## config.mk

```make
export PLATFORM = sky130hd
export DESIGN_NAME = lpmr_ctrl
export DESIGN_NICKNAME = d
export VERILOG_FILES = /design/src/rtl/core/lpmr_pkg.sv /design/src/rtl/core/lpmr_ctrl.sv
export SDC_FILE = /design/constraint.sdc
export NUM_CORES = 1
export LEC_CHECK = 0
export ABC_AREA = 1
export ABC_CLOCK_PERIOD_IN_PS = 2100
export BUFFER_PORTS_ARGS = -buffer_cell sky130_fd_sc_hd__buf_2
export CORE_UTILIZATION = 45
export CTS_CLUSTER_DIAMETER = 200
export DETAILED_ROUTE_END_ITERATION = 8
export PLACE_DENSITY_LB_ADDON = 0.15
export SLEW_MARGIN = 20
export SYNTH_ARGS = -nofsm -noshare
export SYNTH_HDL_FRONTEND = slang
export SYNTH_SLANG_ARGS = --single-unit
```

## constraint.sdc

```tcl
create_clock -name aclk -period 2.1 [get_ports aclk]
set_clock_uncertainty 0.15 [all_clocks]
set_input_delay 0.105 -clock aclk [delete_from_list [all_inputs] [get_ports aclk]]
set_output_delay 0.105 -clock aclk [all_outputs]
set_load 0.1 [all_outputs]
```

## src/rtl/core/lpmr_pkg.sv

```systemverilog
// shared constants, codes and controller/datapath interface types of the message ring
package lpmr_pkg;

    localparam int STORE_DEPTH  = 4096;
    localparam int HEADER_BYTES = 4;
    localparam int PTR_W        = $clog2(STORE_DEPTH);
    localparam int SIZE_W       = PTR_W + 1;
    localparam int CFG_W        = 13;
    localparam int LEN_W        = 12;
    localparam int LIMIT_W      = 13;
    localparam int MLEN_W       = 8 * HEADER_BYTES;
    localparam int HDR_IDX_W    = $clog2(HEADER_BYTES);
    localparam int HDR_LAST     = HEADER_BYTES - 1;
    localparam int RING_MIN     = 16;
    localparam int RING_RESET   = 4096;
    localparam int SIZE_RESET   = (RING_RESET > STORE_DEPTH) ? STORE_DEPTH : RING_RESET;

    typedef enum logic [1:0] {
        CMD_WR_HDR  = 2'd0,
        CMD_WR_DATA = 2'd1,
        CMD_RD_OPEN = 2'd2,
        CMD_RD_DATA = 2'd3
    } cmd_t;

    typedef enum logic [2:0] {
        STAT_OK         = 3'd0,
        STAT_EMPTY      = 3'd1,
        STAT_OVERSIZE   = 3'd2,
        STAT_NO_SPACE   = 3'd3,
        STAT_OVER_LIMIT = 3'd4,
        STAT_OUT_OF_SEQ = 3'd5
    } status_t;

    // commands from the controller to the datapath
    typedef struct packed {
        logic                 sel_ports;
        logic                 latch_item;
        logic                 do_single;
        logic                 wr_start;
        logic                 hdr_wr;
        logic                 wr_finish;
        logic                 rd_start;
        logic                 hdr_rd;
        logic                 rd_eval;
        logic                 rd_issue;
        logic                 rd_finish;
        logic [HDR_IDX_W-1:0] hdr_idx;
    } dp_cmd_t;

    // status from the datapath to the controller
    typedef struct packed {
        logic single;
        cmd_t cmd;
        logic out_free;
    } dp_stat_t;

endpackage

```

## src/rtl/core/lpmr_ctrl.sv

```systemverilog
// controller state machine of the message ring: sequences header, byte and open steps
module lpmr_ctrl import lpmr_pkg::*; (
    input  logic     aclk,
    input  logic     aresetn,
    input  logic     s_valid,
    output logic     s_ready,
    input  dp_stat_t stat,
    output dp_cmd_t  ctl
);

    typedef enum logic [5:0] {
        S_IDLE  = 6'b000001,
        S_HOLD  = 6'b000010,
        S_HWR   = 6'b000100,
        S_HRD   = 6'b001000,
        S_HEVAL = 6'b010000,
        S_RDB   = 6'b100000
    } state_t;

    state_t               state_reg, state_next;
    logic [HDR_IDX_W-1:0] idx_reg, idx_next;

    always_ff @(posedge aclk) begin
        if (!aresetn) begin
            state_reg <= S_IDLE;
            idx_reg   <= '0;
        end else begin
            state_reg <= state_next;
            idx_reg   <= idx_next;
        end
    end

    assign s_ready = (state_reg == S_IDLE);

    always_comb begin
        ctl           = '0;
        ctl.hdr_idx   = idx_reg;
        ctl.sel_ports = (state_reg == S_IDLE);
        state_next    = state_reg;
        idx_next      = idx_reg;
        case (state_reg)
            S_IDLE: begin
                if (s_valid) begin
                    ctl.latch_item = 1'b1;
                    idx_next       = '0;
                    if (stat.single) begin
                        if (stat.out_free) begin
                            ctl.do_single = 1'b1;
                        end else begin
                            state_next = S_HOLD;
                        end
                    end else begin
                        case (stat.cmd)
                            CMD_WR_HDR: begin
                                ctl.wr_start = 1'b1;
                                state_next   = S_HWR;
                            end
                            CMD_RD_OPEN: begin
                                ctl.rd_start = 1'b1;
                                state_next   = S_HRD;
                            end
                            default: begin
                                ctl.rd_issue = 1'b1;
                                state_next   = S_RDB;
                            end
                        endcase
                    end
                end
            end
            S_HOLD: begin
                if (stat.out_free) begin
                    ctl.do_single = 1'b1;
                    state_next    = S_IDLE;
                end
            end
            S_HWR: begin
                ctl.hdr_wr = 1'b1;
                if (idx_reg != HDR_IDX_W'(HDR_LAST)) begin
                    idx_next = idx_reg + HDR_IDX_W'(1);
                end else if (stat.out_free) begin
                    ctl.wr_finish = 1'b1;
                    idx_next      = '0;
                    state_next    = S_IDLE;
                end
            end
            S_HRD: begin
                ctl.hdr_rd = 1'b1;
                if (idx_reg != HDR_IDX_W'(HDR_LAST)) begin
                    idx_next = idx_reg + HDR_IDX_W'(1);
                end else begin
                    idx_next   = '0;
                    state_next = S_HEVAL;
                end
            end
            S_HEVAL: begin
                if (stat.out_free) begin
                    ctl.rd_eval = 1'b1;
                    state_next  = S_IDLE;
                end
            end
            S_RDB: begin
                if (stat.out_free) begin
                    ctl.rd_finish = 1'b1;
                    state_next    = S_IDLE;
                end
            end
            default: begin
                state_next = S_IDLE;
            end
        endcase
    end

endmodule

```

Word-level counts from Yosys, hierarchy flattened
Index checks and enable logic that the tools add are counted.

word-level totals
  register bits = 8
  input bits = 7
  word-level logic and storage cells = 56

operators by class
  add/subtract/negate cells = 1
  equal/unequal tests = 13
  mux-type cells = 34
  reduce and logical (&&, ||, !) cells = 6

operators by type and width
  operator             count
  $mux 6               6
  $pmux 6 s4           1
  $mux 1               18
  $pmux 6 s2           1
  $mux 2               5
  $ne 2x2->1 const B   4
  $eq 6x1->1 const B   1
  $eq 6x2->1 const B   1
  $eq 6x3->1 const B   1
  $eq 6x4->1 const B   1
  $eq 6x5->1 const B   1
  $eq 6x6->1 const B   1
  $ne 3x3->1 const B   2
  $pmux 2 s3           1
  $reduce_and 4->1     1
  $mux 3               1
  $reduce_and 3->1     1
  $reduce_bool 3->1    1
  $reduce_or 3->1      1
  $add 2x1->2 const B  1
  $eq 2x2->1 const B   1
  $logic_not 2->1      1
  $pmux 1 s2           1
  $reduce_or 2->1      1

Logic depth before layout (Yosys ltp)
Gate-level depths: netlist of the first run.

  depth after elaboration = 6
  gate-level depth with buffers = 10

Worst setup path after synthesis of the first run
Ideal clock, no wire load.

  path kind = register -> output
  start point = reg state_reg[2]
  end point = out ctl[10] (netlist bit)
  arrival time = 2.873 ns
  path slack = -1.028 ns
  cell stages (with the launch flop) = 8
  cell sequence = dfxtp_1 > nor2_2 > nand3_4 > nor2_4 > inv_2 > nor2_4 > inv_1 > a21oi_1

RTL lines
  what                    RTL line         source
  from (decl)             lpmr_ctrl.sv:20  state_t state_reg, state_next;
  from (signal assigned)  lpmr_ctrl.sv:28  state_reg <= state_next;
  to (decl)               lpmr_ctrl.sv:8   output dp_cmd_t ctl

==> impl_metrics.tcl, run 1 <==
set metrics [dict create \
    rows 12 \
    tightest_slew_ns 0.490 \
    min_path_type "in2reg" \
    track_usage_pct 21.8 \
    synth.avg_cell_area_sq_um 6.52 \
    num_vias 637 \
    r2r-start "state_reg[1]$_SDFFE_PN0P_" \
    cts_tree "built" \
    synth_enable_flop_cells 0 \
    grt-ovfl-total 0 \
    r2r_slack_ns 0.53 \
    crit_required_ns 1.85 \
    dieArea_sq_um 1510 \
    first_iter_violations 19 \
    cp_common_cell "nor2_4" \
    worst-r2r-cell-count 8 \
    crit_buf_inv 3 \
    synthFlopType "dfxtp_1" \
    antenna_found_initial 0 \
    rsz0062_at_grt "false" \
    clk_latency_ns 0.26 \
    grt_max_degree 7 \
    worstPathMaxFanout 6 \
    cp-startpoint "state_reg[5]$_SDFFE_PN0P_" \
    drv.max_cap_violation_count 0 \
    outcome "finished, final reports clean" \
    max_freq_mhz 511 \
    ys.warnings.count 0 \
    die_h_um 38.9 \
    initial_core_util_pct 51.7 \
    holdPathStages 3 \
    crit_arrival_ns 1.70 \
    drive_above_1_share_pct 45.3 \
    whs_ns 0.0657 \
    synthCells 94 \
    cts_buffer_depth 2 \
    clk_pin_slew_ns 0.06 \
    dpl.hpwl_mm 1.18 \
    first_pass_iters 4 \
    leakagePower_uw 0.000402 \
    crit_path_end_kind "output port" \
    worst_path_largest_cell_delay_ns 0.35 \
    postSynthNetCount 102 \
    maxSlewHeadroom_pct 67.5 \
    yosys_register_bits 8 \
    ys_types 19 \
    dpl.cell_count 127 \
    maxSlewViolCount 0 \
    grt_pass1_wl_mm 2.21 \
    rr_endpoint "idx_reg[1]$_SDFFE_PN0P_" \
    ant_nets 0 \
    critPathLaunchType "register" \
    cts_max_level 1 \
    finalNetCount 127 \
    worstSetupEndpoint "ctl[10]" \
    num_antenna_cells 0 \
    ys_seq_area_share_pct 26.1 \
    cp_slowest_cell "dfxtp_1" \
    io-pin-count 21 \
    gp_congestion 0.829 \
    largest_register_ffs 6 \
    crit_cells 8 \
    area_delta_synth_final_pct 32.2 \
    cts_root_buf "clkbuf_4" \
    netlist_area_sq_um 613 \
    first_global_vias 549 \
    crit_chain "nor2_4 -> nand3_4 -> nor2_4 -> inv_2 -> nor2_4 -> inv_1 -> a21oi_4 -> buf_4" \
    powerDensity_nw_per_um2 1510 \
    numCtsBuffers 3 \
    coreArea_sq_um 1190 \
    period_needed_ns 1.96 \
    drcViolationCount 0 \
    crit_family "simple AND/OR/NAND/NOR gates" \
    port_buffers 20 \
    instances_no_fill 131 \
    ir_drop_mv 0.786 \
    post-route-util_pct 68.4 \
    period_share_pct 93.2 \
    hold_viol 0 \
    critical_path_class "reg2out" \
    setup_viol 0 \
    vias_per_cell 4.86 \
    cts.sinks 8 \
    chipWidth_um 38.9 \
    async_flop_share_pct 0 \
    drt-total-wl_mm 1.42 \
    wl_per_cell_um 10.8 \
]
## worst min path at each step
stage,from,end,slack [ns]
final,stat[2],state_reg[3]$_SDFFE_PN0P_,0.07
after global routing,stat[2],state_reg[3]$_SDFFE_PN0P_,0.11
after CTS,stat[2],state_reg[3]$_SDFFE_PN0P_,0.07
after detailed placement,aresetn,state_reg[0]$_SDFFE_PN1P_,0.19
after global placement,aresetn,state_reg[0]$_SDFFE_PN1P_,0.17
after floorplan,aresetn,state_reg[0]$_SDFFE_PN1P_,0.04
## stage by stage
step | worst slack (ns) | total power (uW) | cell area, sq um | TNS [ns]
floorplan | -0.142 | 1000 | 658 | -0.169
CTS | 0.0118 | 1220 | 801 | 0
global placement | 0.329 | 1090 | 768 | 0
detailed placement | 0.281 | 1100 | 768 | 0
global route | 0.0357 | 1290 | 811 | 0
finish | 0.143 | 1220 | 811 | 0
## report_power, final
| part | total (uW) | switching, uW | internal (uW) |
|---|---|---|---|
| clock network | 121 | 55.5 | 65.6 |
| registers | 228 | 36.2 | 192 |
| logic | 873 | 702 | 171 |
| total | 1220 | 793 | 429 |
## final cells by class
class	count	area (sq um)
multi-input combinational	64	395
fill	113	375
sequential	8	165
timing repair buffer	21	120
inverter	21	90.1
clock buffer	3	22.5
tap	14	17.5
## layout by cell type (no fill, tap or decap)
master and count:
dfxtp_1 4, nand3_4 1, clkinvlp_4 3, nor2_2 6
nand2_2 1, a21oi_4 1, nand3_1 7, inv_1 15
o21ai_0 1, buf_2 16, clkbuf_4 6, buf_4 1
ha_1 1, a21oi_1 4, nand3_2 3, dlygate4sd3_1 1
nor2_4 6, dfxtp_2 4, inv_2 3, nor2_1 10
a21oi_2 1, o21ai_2 1, nand2_1 15, nand4_1 5
o21ai_1 1
## worst reg2reg max path: stages (launching register included)
cell	delay [ns]
dfxtp_1	0.35
nor2_2	0.26
nand3_1	0.21
nand2_1	0.12
nor2_1	0.06
nor2_2	0.13
nand2_1	0.06
o21ai_1	0.07
nor2_1	0.05
## repair_timing
action                                  in CTS  in global routing
hold endpoints to repair                     2                  0
setup buffers                                0                  0
hold buffers                                 1                  0
endpoints found under the setup margin       0                  4
resized for setup                            0                  5
## layer usage
metal	track usage [%]	up-vias	share of wire, %
li1	-	342	-
met1	27.2	276	48
met2	35.8	15	48
met3	3.47	4	2.9
met4	10.3	0	1.3
met5	0	-	0
## kinds of logic (layout without fill, tap and decap cells)
group / Yosys count / in the layout / share of synthesized area, %
flops: 8 / 8 / 26.1
simple gates: 54 / 54 / 49.2
fa+ha+maj: 1 / 1 / 2.04
buf+inv: 22 / 45 / 14.1
compound gates: 9 / 9 / 8.57
## synthesized netlist by cell type, types with 3 or more instances
cell type	number	area share [%]
a21oi_1	5	4.1
dfxtp_1	8	26
inv_1	18	11
inv_2	3	1.8
nand2_1	15	9.2
nand3_1	7	5.7
nand3_2	3	4.9
nand4_1	5	5.1
nor2_1	13	8.0
nor2_2	5	5.1
nor2_4	4	7.3
Note: power is estimated with default switching activity, not from simulation.
==> run 2, diff against run 1 <==
--- a/config.mk
+++ b/config.mk
@@ -8,11 +8,12 @@
 export ABC_AREA = 1
 export ABC_CLOCK_PERIOD_IN_PS = 2100
 export BUFFER_PORTS_ARGS = -buffer_cell sky130_fd_sc_hd__buf_2
-export CORE_UTILIZATION = 45
+export CORE_AREA = 2 2 39 41
 export CTS_CLUSTER_DIAMETER = 200
 export DETAILED_ROUTE_END_ITERATION = 8
+export DIE_AREA = 0 0 41 43
 export PLACE_DENSITY_LB_ADDON = 0.15
-export SLEW_MARGIN = 20
+export RECOVER_POWER = 100
 export SYNTH_ARGS = -nofsm -noshare
 export SYNTH_HDL_FRONTEND = slang
 export SYNTH_SLANG_ARGS = --single-unit
==> impl_metrics.tcl, run 2 (same netlist as run 1, synthesis figures left out) <==
set metrics [dict create \
    largest_register_ffs 6 \
    maxSlewViolCount 0 \
    finalNetCount 127 \
    dpl.hpwl_mm 1.18 \
    antenna_found_initial 0 \
    io-pin-count 21 \
    fill_cells 139 \
    initial_core_util_pct 44.3 \
    port_buffers 20 \
    grt_max_degree 7 \
    place_area_sq_um 771 \
    min_path_type "in2reg" \
    worst-r2r-cell-count 8 \
    gr-usage-met3_pct 9.42 \
    met1_usage_pct 21.8 \
    num_antenna_cells 0 \
    clk_latency_ns 0.26 \
    r2r_slack_ns 0.33 \
    leakagePower_uw 0.000384 \
    setup_viol 0 \
    worstPathMaxFanout 6 \
    drt-total-wl_mm 1.40 \
    die_h_um 43 \
    layout_common_cells "inv_1, nand2_1, nor2_1, nand3_1" \
    area_delta_synth_final_pct 30.2 \
    num_vias 660 \
    r2r-start "idx_reg[0]$_SDFFE_PN0P_" \
    rsz0062_at_grt "false" \
    drive_above_1_share_pct 40.2 \
    track_usage_pct 18.4 \
    rr_endpoint "state_reg[5]$_SDFFE_PN0P_" \
    fin_tns_setup_ns 0 \
    min_to "state_reg[3]$_SDFFE_PN0P_" \
    met2_usage_pct 27.8 \
    holdPathStages 3 \
    ant_nets 0 \
    critPathLaunchType "register" \
    max_freq_mhz 502 \
    crit_required_ns 1.85 \
    rows 14 \
    cts.sinks 8 \
    crit_arrival_ns 1.74 \
    ir_drop_mv 0.950 \
    multiInputGateArea_sq_um 380 \
    vias_per_cell 4.96 \
    chipWidth_um 41 \
    whs_ns 0.0620 \
    dieArea_sq_um 1760 \
    outcome "finished, final reports clean" \
    period_needed_ns 1.99 \
    first_iter_violations 9 \
    numCtsBuffers 3 \
    ff_latch_area_sq_um 164 \
    instances_no_fill 133 \
    tightest_slew_ns 1.16 \
    cts_root_buf "clkbuf_4" \
    final_area_sq_um 798 \
    maxSlewHeadroom_pct 23.1 \
    first_pass_iters 3 \
    grt_pass1_wl_mm 2.19 \
    coreArea_sq_um 1380 \
    drcViolationCount 0 \
    cts_buffer_depth 2 \
    gp_congestion 0.821 \
    powerDensity_nw_per_um2 1500 \
    cts_tree "built" \
    period_share_pct 94.9 \
    cts_max_level 1 \
    worstHoldStart "stat[2]" \
    dpl.cell_count 129 \
    clk_pin_slew_ns 0.06 \
    busiest_layer "met2" \
    hold_viol 0 \
    crit_path_end_kind "output port" \
    wl_per_cell_um 10.5 \
    drv.max_cap_violation_count 0 \
    critical_path_class "reg2out" \
    grt-ovfl-total 0 \
    first_global_vias 571 \
]
[run 2: per-layer routing]
metal | vias up | routed length (um)
li1 | 343 | -
met1 | 302 | 602
met2 | 11 | 701
met3 | 4 | 70
met4 | 0 | 23
met5 | - | 0
[run 2: cell type report]
cell class | instances | share of cell area (%)
flip-flops and latches | 8 | 20.5
inverters | 21 | 11.3
multi-input cells | 64 | 47.6
clock buffers | 3 | 2.82
well taps | 16 | 2.51
repair buffers | 21 | 15.2
[run 2: per-stage QoR]
step | setup slack [ns] | utilization [%] | power (uW)
after floorplan | -0.142 | - | 1000
after global placement | 0.324 | 55.7 | 1090
after detailed placement | 0.290 | 55.7 | 1100
after CTS | 0.00656 | 58.0 | 1220
after global routing | 0.0291 | 57.7 | 1280
final | 0.107 | 57.7 | 1200
[run 2: repair_timing]
action,in CTS,in global routing
hold buffers,1,0
endpoints found under the setup margin,0,4
setup buffers,0,0
resized for setup,0,6
endpoints found under the hold margin,2,0
[run 2: where the power goes]
group	internal, uW	switching, uW	total (uW)
clock network	65.6	55.7	121
registers	192	33.4	225
logic	160	694	854
[run 2: how the worst max path moves through the flow]
stage	to	slack [ns]	from
after floorplan	ctl[10]	-0.14	state_reg[4]$_SDFFE_PN0P_
after global placement	ctl[10]	0.32	state_reg[4]$_SDFFE_PN0P_
after detailed placement	ctl[10]	0.29	state_reg[5]$_SDFFE_PN0P_
after CTS	ctl[10]	0.007	state_reg[5]$_SDFFE_PN0P_
after global routing	ctl[5]	0.03	state_reg[1]$_SDFFE_PN0P_
final	ctl[8]	0.11	state_reg[1]$_SDFFE_PN0P_
[run 2: worst max-delay path, stage by stage, from the launching register on]
cell      delay [ns]
dfxtp_1         0.34
nor2_1          0.36
nand3_2         0.20
inv_1           0.12
clkbuf_2        0.46
==> run 3, diff against run 2 <==
--- a/config.mk
+++ b/config.mk
@@ -5,7 +5,6 @@
 export SDC_FILE = /design/constraint.sdc
 export NUM_CORES = 1
 export LEC_CHECK = 0
-export ABC_AREA = 1
 export ABC_CLOCK_PERIOD_IN_PS = 2100
 export BUFFER_PORTS_ARGS = -buffer_cell sky130_fd_sc_hd__buf_2
 export CORE_AREA = 2 2 39 41
==> impl_metrics.tcl, run 3 <==
set metrics [dict create \
    leakagePower_uw 0.000377 \
    num_vias 631 \
    cts_max_level 1 \
    grt_max_degree 11 \
    critPathLaunchType "register" \
    finalNetCount 105 \
    maxSlewHeadroom_pct 23.3 \
    area_delta_synth_final_pct 45.3 \
    cp_slowest_cell "or4_4" \
    initial_core_util_pct 43.7 \
    synth_enable_flop_cells 0 \
    vias_per_cell 5.68 \
    critical_path_class "reg2out" \
    clk_latency_ns 0.25 \
    period_share_pct 96.0 \
    gp_congestion 0.782 \
    yosys_register_bits 8 \
    largest_register_ffs 6 \
    drt-total-wl_mm 1.50 \
    synth.largest_area_cell "dfxtp_1" \
    ys_seq_area_share_pct 26.5 \
    layout_common_cells "buf_2, nand2_1, dfxtp_1, buf_12" \
    powerDensity_nw_per_um2 583 \
    netlist_area_sq_um 604 \
    dieArea_sq_um 1760 \
    crit_required_ns 1.85 \
    ant_nets 0 \
    crit_family "simple AND/OR/NAND/NOR gates" \
    met2_usage_pct 30.6 \
    cts.sinks 8 \
    first_pass_iters 4 \
    layout_commonest_cell "buf_2" \
    numCtsBuffers 3 \
    ir_drop_mv 0.391 \
    coreArea_sq_um 1380 \
    synthFlopType "dfxtp_1" \
    netlist_top_cells_count "dfxtp_1, nand2_1, nor2_1" \
    setup_viol 0 \
    met1_usage_pct 25.2 \
    power_uw 512 \
    antenna_found_initial 0 \
    wl_per_cell_um 13.5 \
    first_iter_violations 7 \
    io-pin-count 21 \
    drv.max_cap_violation_count 0 \
    worst_path_largest_cell_delay_ns 0.59 \
    outcome "finished, final reports clean" \
    ys.warnings.count 0 \
    crit_chain "or4_4 -> nor3b_4 -> buf_12" \
    final_area_sq_um 878 \
    synth_most_common_cell "dfxtp_1" \
    postSynthNetCount 82 \
    num_antenna_cells 0 \
    drive_above_1_share_pct 41.1 \
    busiest_layer "met2" \
    cts_buffer_depth 2 \
    synthCells 74 \
    yosysTopAreaCellShare_pct 26.5 \
    cts_root_buf "clkbuf_4" \
    drcViolationCount 0 \
    grt-ovfl-total 0 \
    synth.area.top_cells "dfxtp_1, nand2_1, nor2_1" \
    cts_tree "built" \
    dpl.hpwl_mm 1.12 \
    first_global_vias 552 \
    max_freq_mhz 496 \
    maxSlewViolCount 0 \
    gr-usage-met3_pct 2.09 \
    die_h_um 43 \
    synth.avg_cell_area_sq_um 8.17 \
    crit_path_end_kind "output port" \
    hold_viol 0 \
    track_usage_pct 20.2 \
    grt_pass1_wl_mm 2.37 \
    async_flop_share_pct 0 \
    worstPathMaxFanout 8 \
    rows 14 \
    place_area_sq_um 816 \
    tightest_slew_ns 1.16 \
    ys_types 38 \
    period_needed_ns 2.02 \
    port_buffers 20 \
    clk_pin_slew_ns 0.05 \
    crit_arrival_ns 1.76 \
    chipWidth_um 41 \
    crit_buf_inv 1 \
    min_path_type "in2reg" \
]
-- run 3: changes by cell type in the layout (fill, tap and decap cells not counted), moves of 5 or more --
cell	previous run	this run
nand2_1	15	7
buf_12	0	5
inv_1	15	1
nor2_1	12	4
clkbuf_2	7	0
nor2_4	5	0
buf_2	7	12
nand3_1	8	2
-- run 3: through the flow --
stage / hold WS, ns / cells / TNS [ns] / util, % / setup WS (ns)
after global routing: 0.0765 / 111 / -0.00294 / 63.5 / -0.00294
after floorplan: 0.130 / 74 / -1.29 / - / -0.279
after detailed placement: 0.254 / 104 / 0 / 59.0 / 0.179
final: 0.0661 / 111 / 0 / 63.5 / 0.0842
after global placement: 0.249 / 104 / 0 / 59.0 / 0.237
after CTS: 0.0416 / 109 / 0 / 61.8 / 0.0122
-- run 3: cell families (layout without fill, tap and decap cells) --
group	Yosys count	count (layout)	share of synthesized area [%]
simple gates	42	42	44.9
buf+inv	7	28	6.42
compound gates	12	12	14.1
flops	8	8	26.5
fa+ha+maj	1	1	2.07
mux	1	1	1.66
xor+xnor	3	3	4.35
-- run 3: area by class of cell --
| type | count | area, sq um |
|---|---|---|
| clock buffer | 3 | 22.5 |
| fill | 132 | 505 |
| inverter | 1 | 3.75 |
| multi-input combinational | 59 | 458 |
| sequential | 8 | 166 |
| tap | 16 | 20.0 |
| timing repair buffer | 24 | 208 |
-- run 3: layer usage --
layer,up-vias,routed length [um],share of wire (%)
li1,314,-,-
met1,293,676,45
met4,0,17,1.1
met5,-,0,0
met2,22,711,47
met3,2,93,6.2
-- run 3: what timing repair did --
action | 4_1_cts | 5_1_grt
pin swaps | 1 | 2
resized for setup | 0 | 5
endpoints found under the setup margin | 3 | 4
endpoints found under the hold margin | 1 | 0
setup buffers | 1 | 2
hold buffers | 1 | 0
-- run 3: tightest hold or removal path: stages --
cell	delay, ns
buf_2	0.13
nand2_1	0.06
nand2_1	0.06
o211ai_1	0.07
-- run 3: final timing paths --
| kind | startpoint | end | slack, ns | cells past startpoint |
|---|---|---|---|---|
| setup / recovery | state_reg[4]$_SDFFE_PN0P_ | ctl[5] | 0.08 | 3 |
| hold / removal | s_valid | state_reg[0]$_SDFFE_PN1P_ | 0.07 | 4 |
| setup reg to reg | state_reg[4]$_SDFFE_PN0P_ | state_reg[3]$_SDFFE_PN0P_ | 0.29 | 4 |
| hold reg to reg | idx_reg[1]$_SDFFE_PN0P_ | idx_reg[1]$_SDFFE_PN0P_ | 0.33 | 2 |
-- run 3: where the power goes --
group          leakage (uW)  switching (uW)  internal [uW]
Combinational      0.000297             163           64.4
Sequential        0.0000658            13.0            157
Clock             0.0000138            49.3           65.2
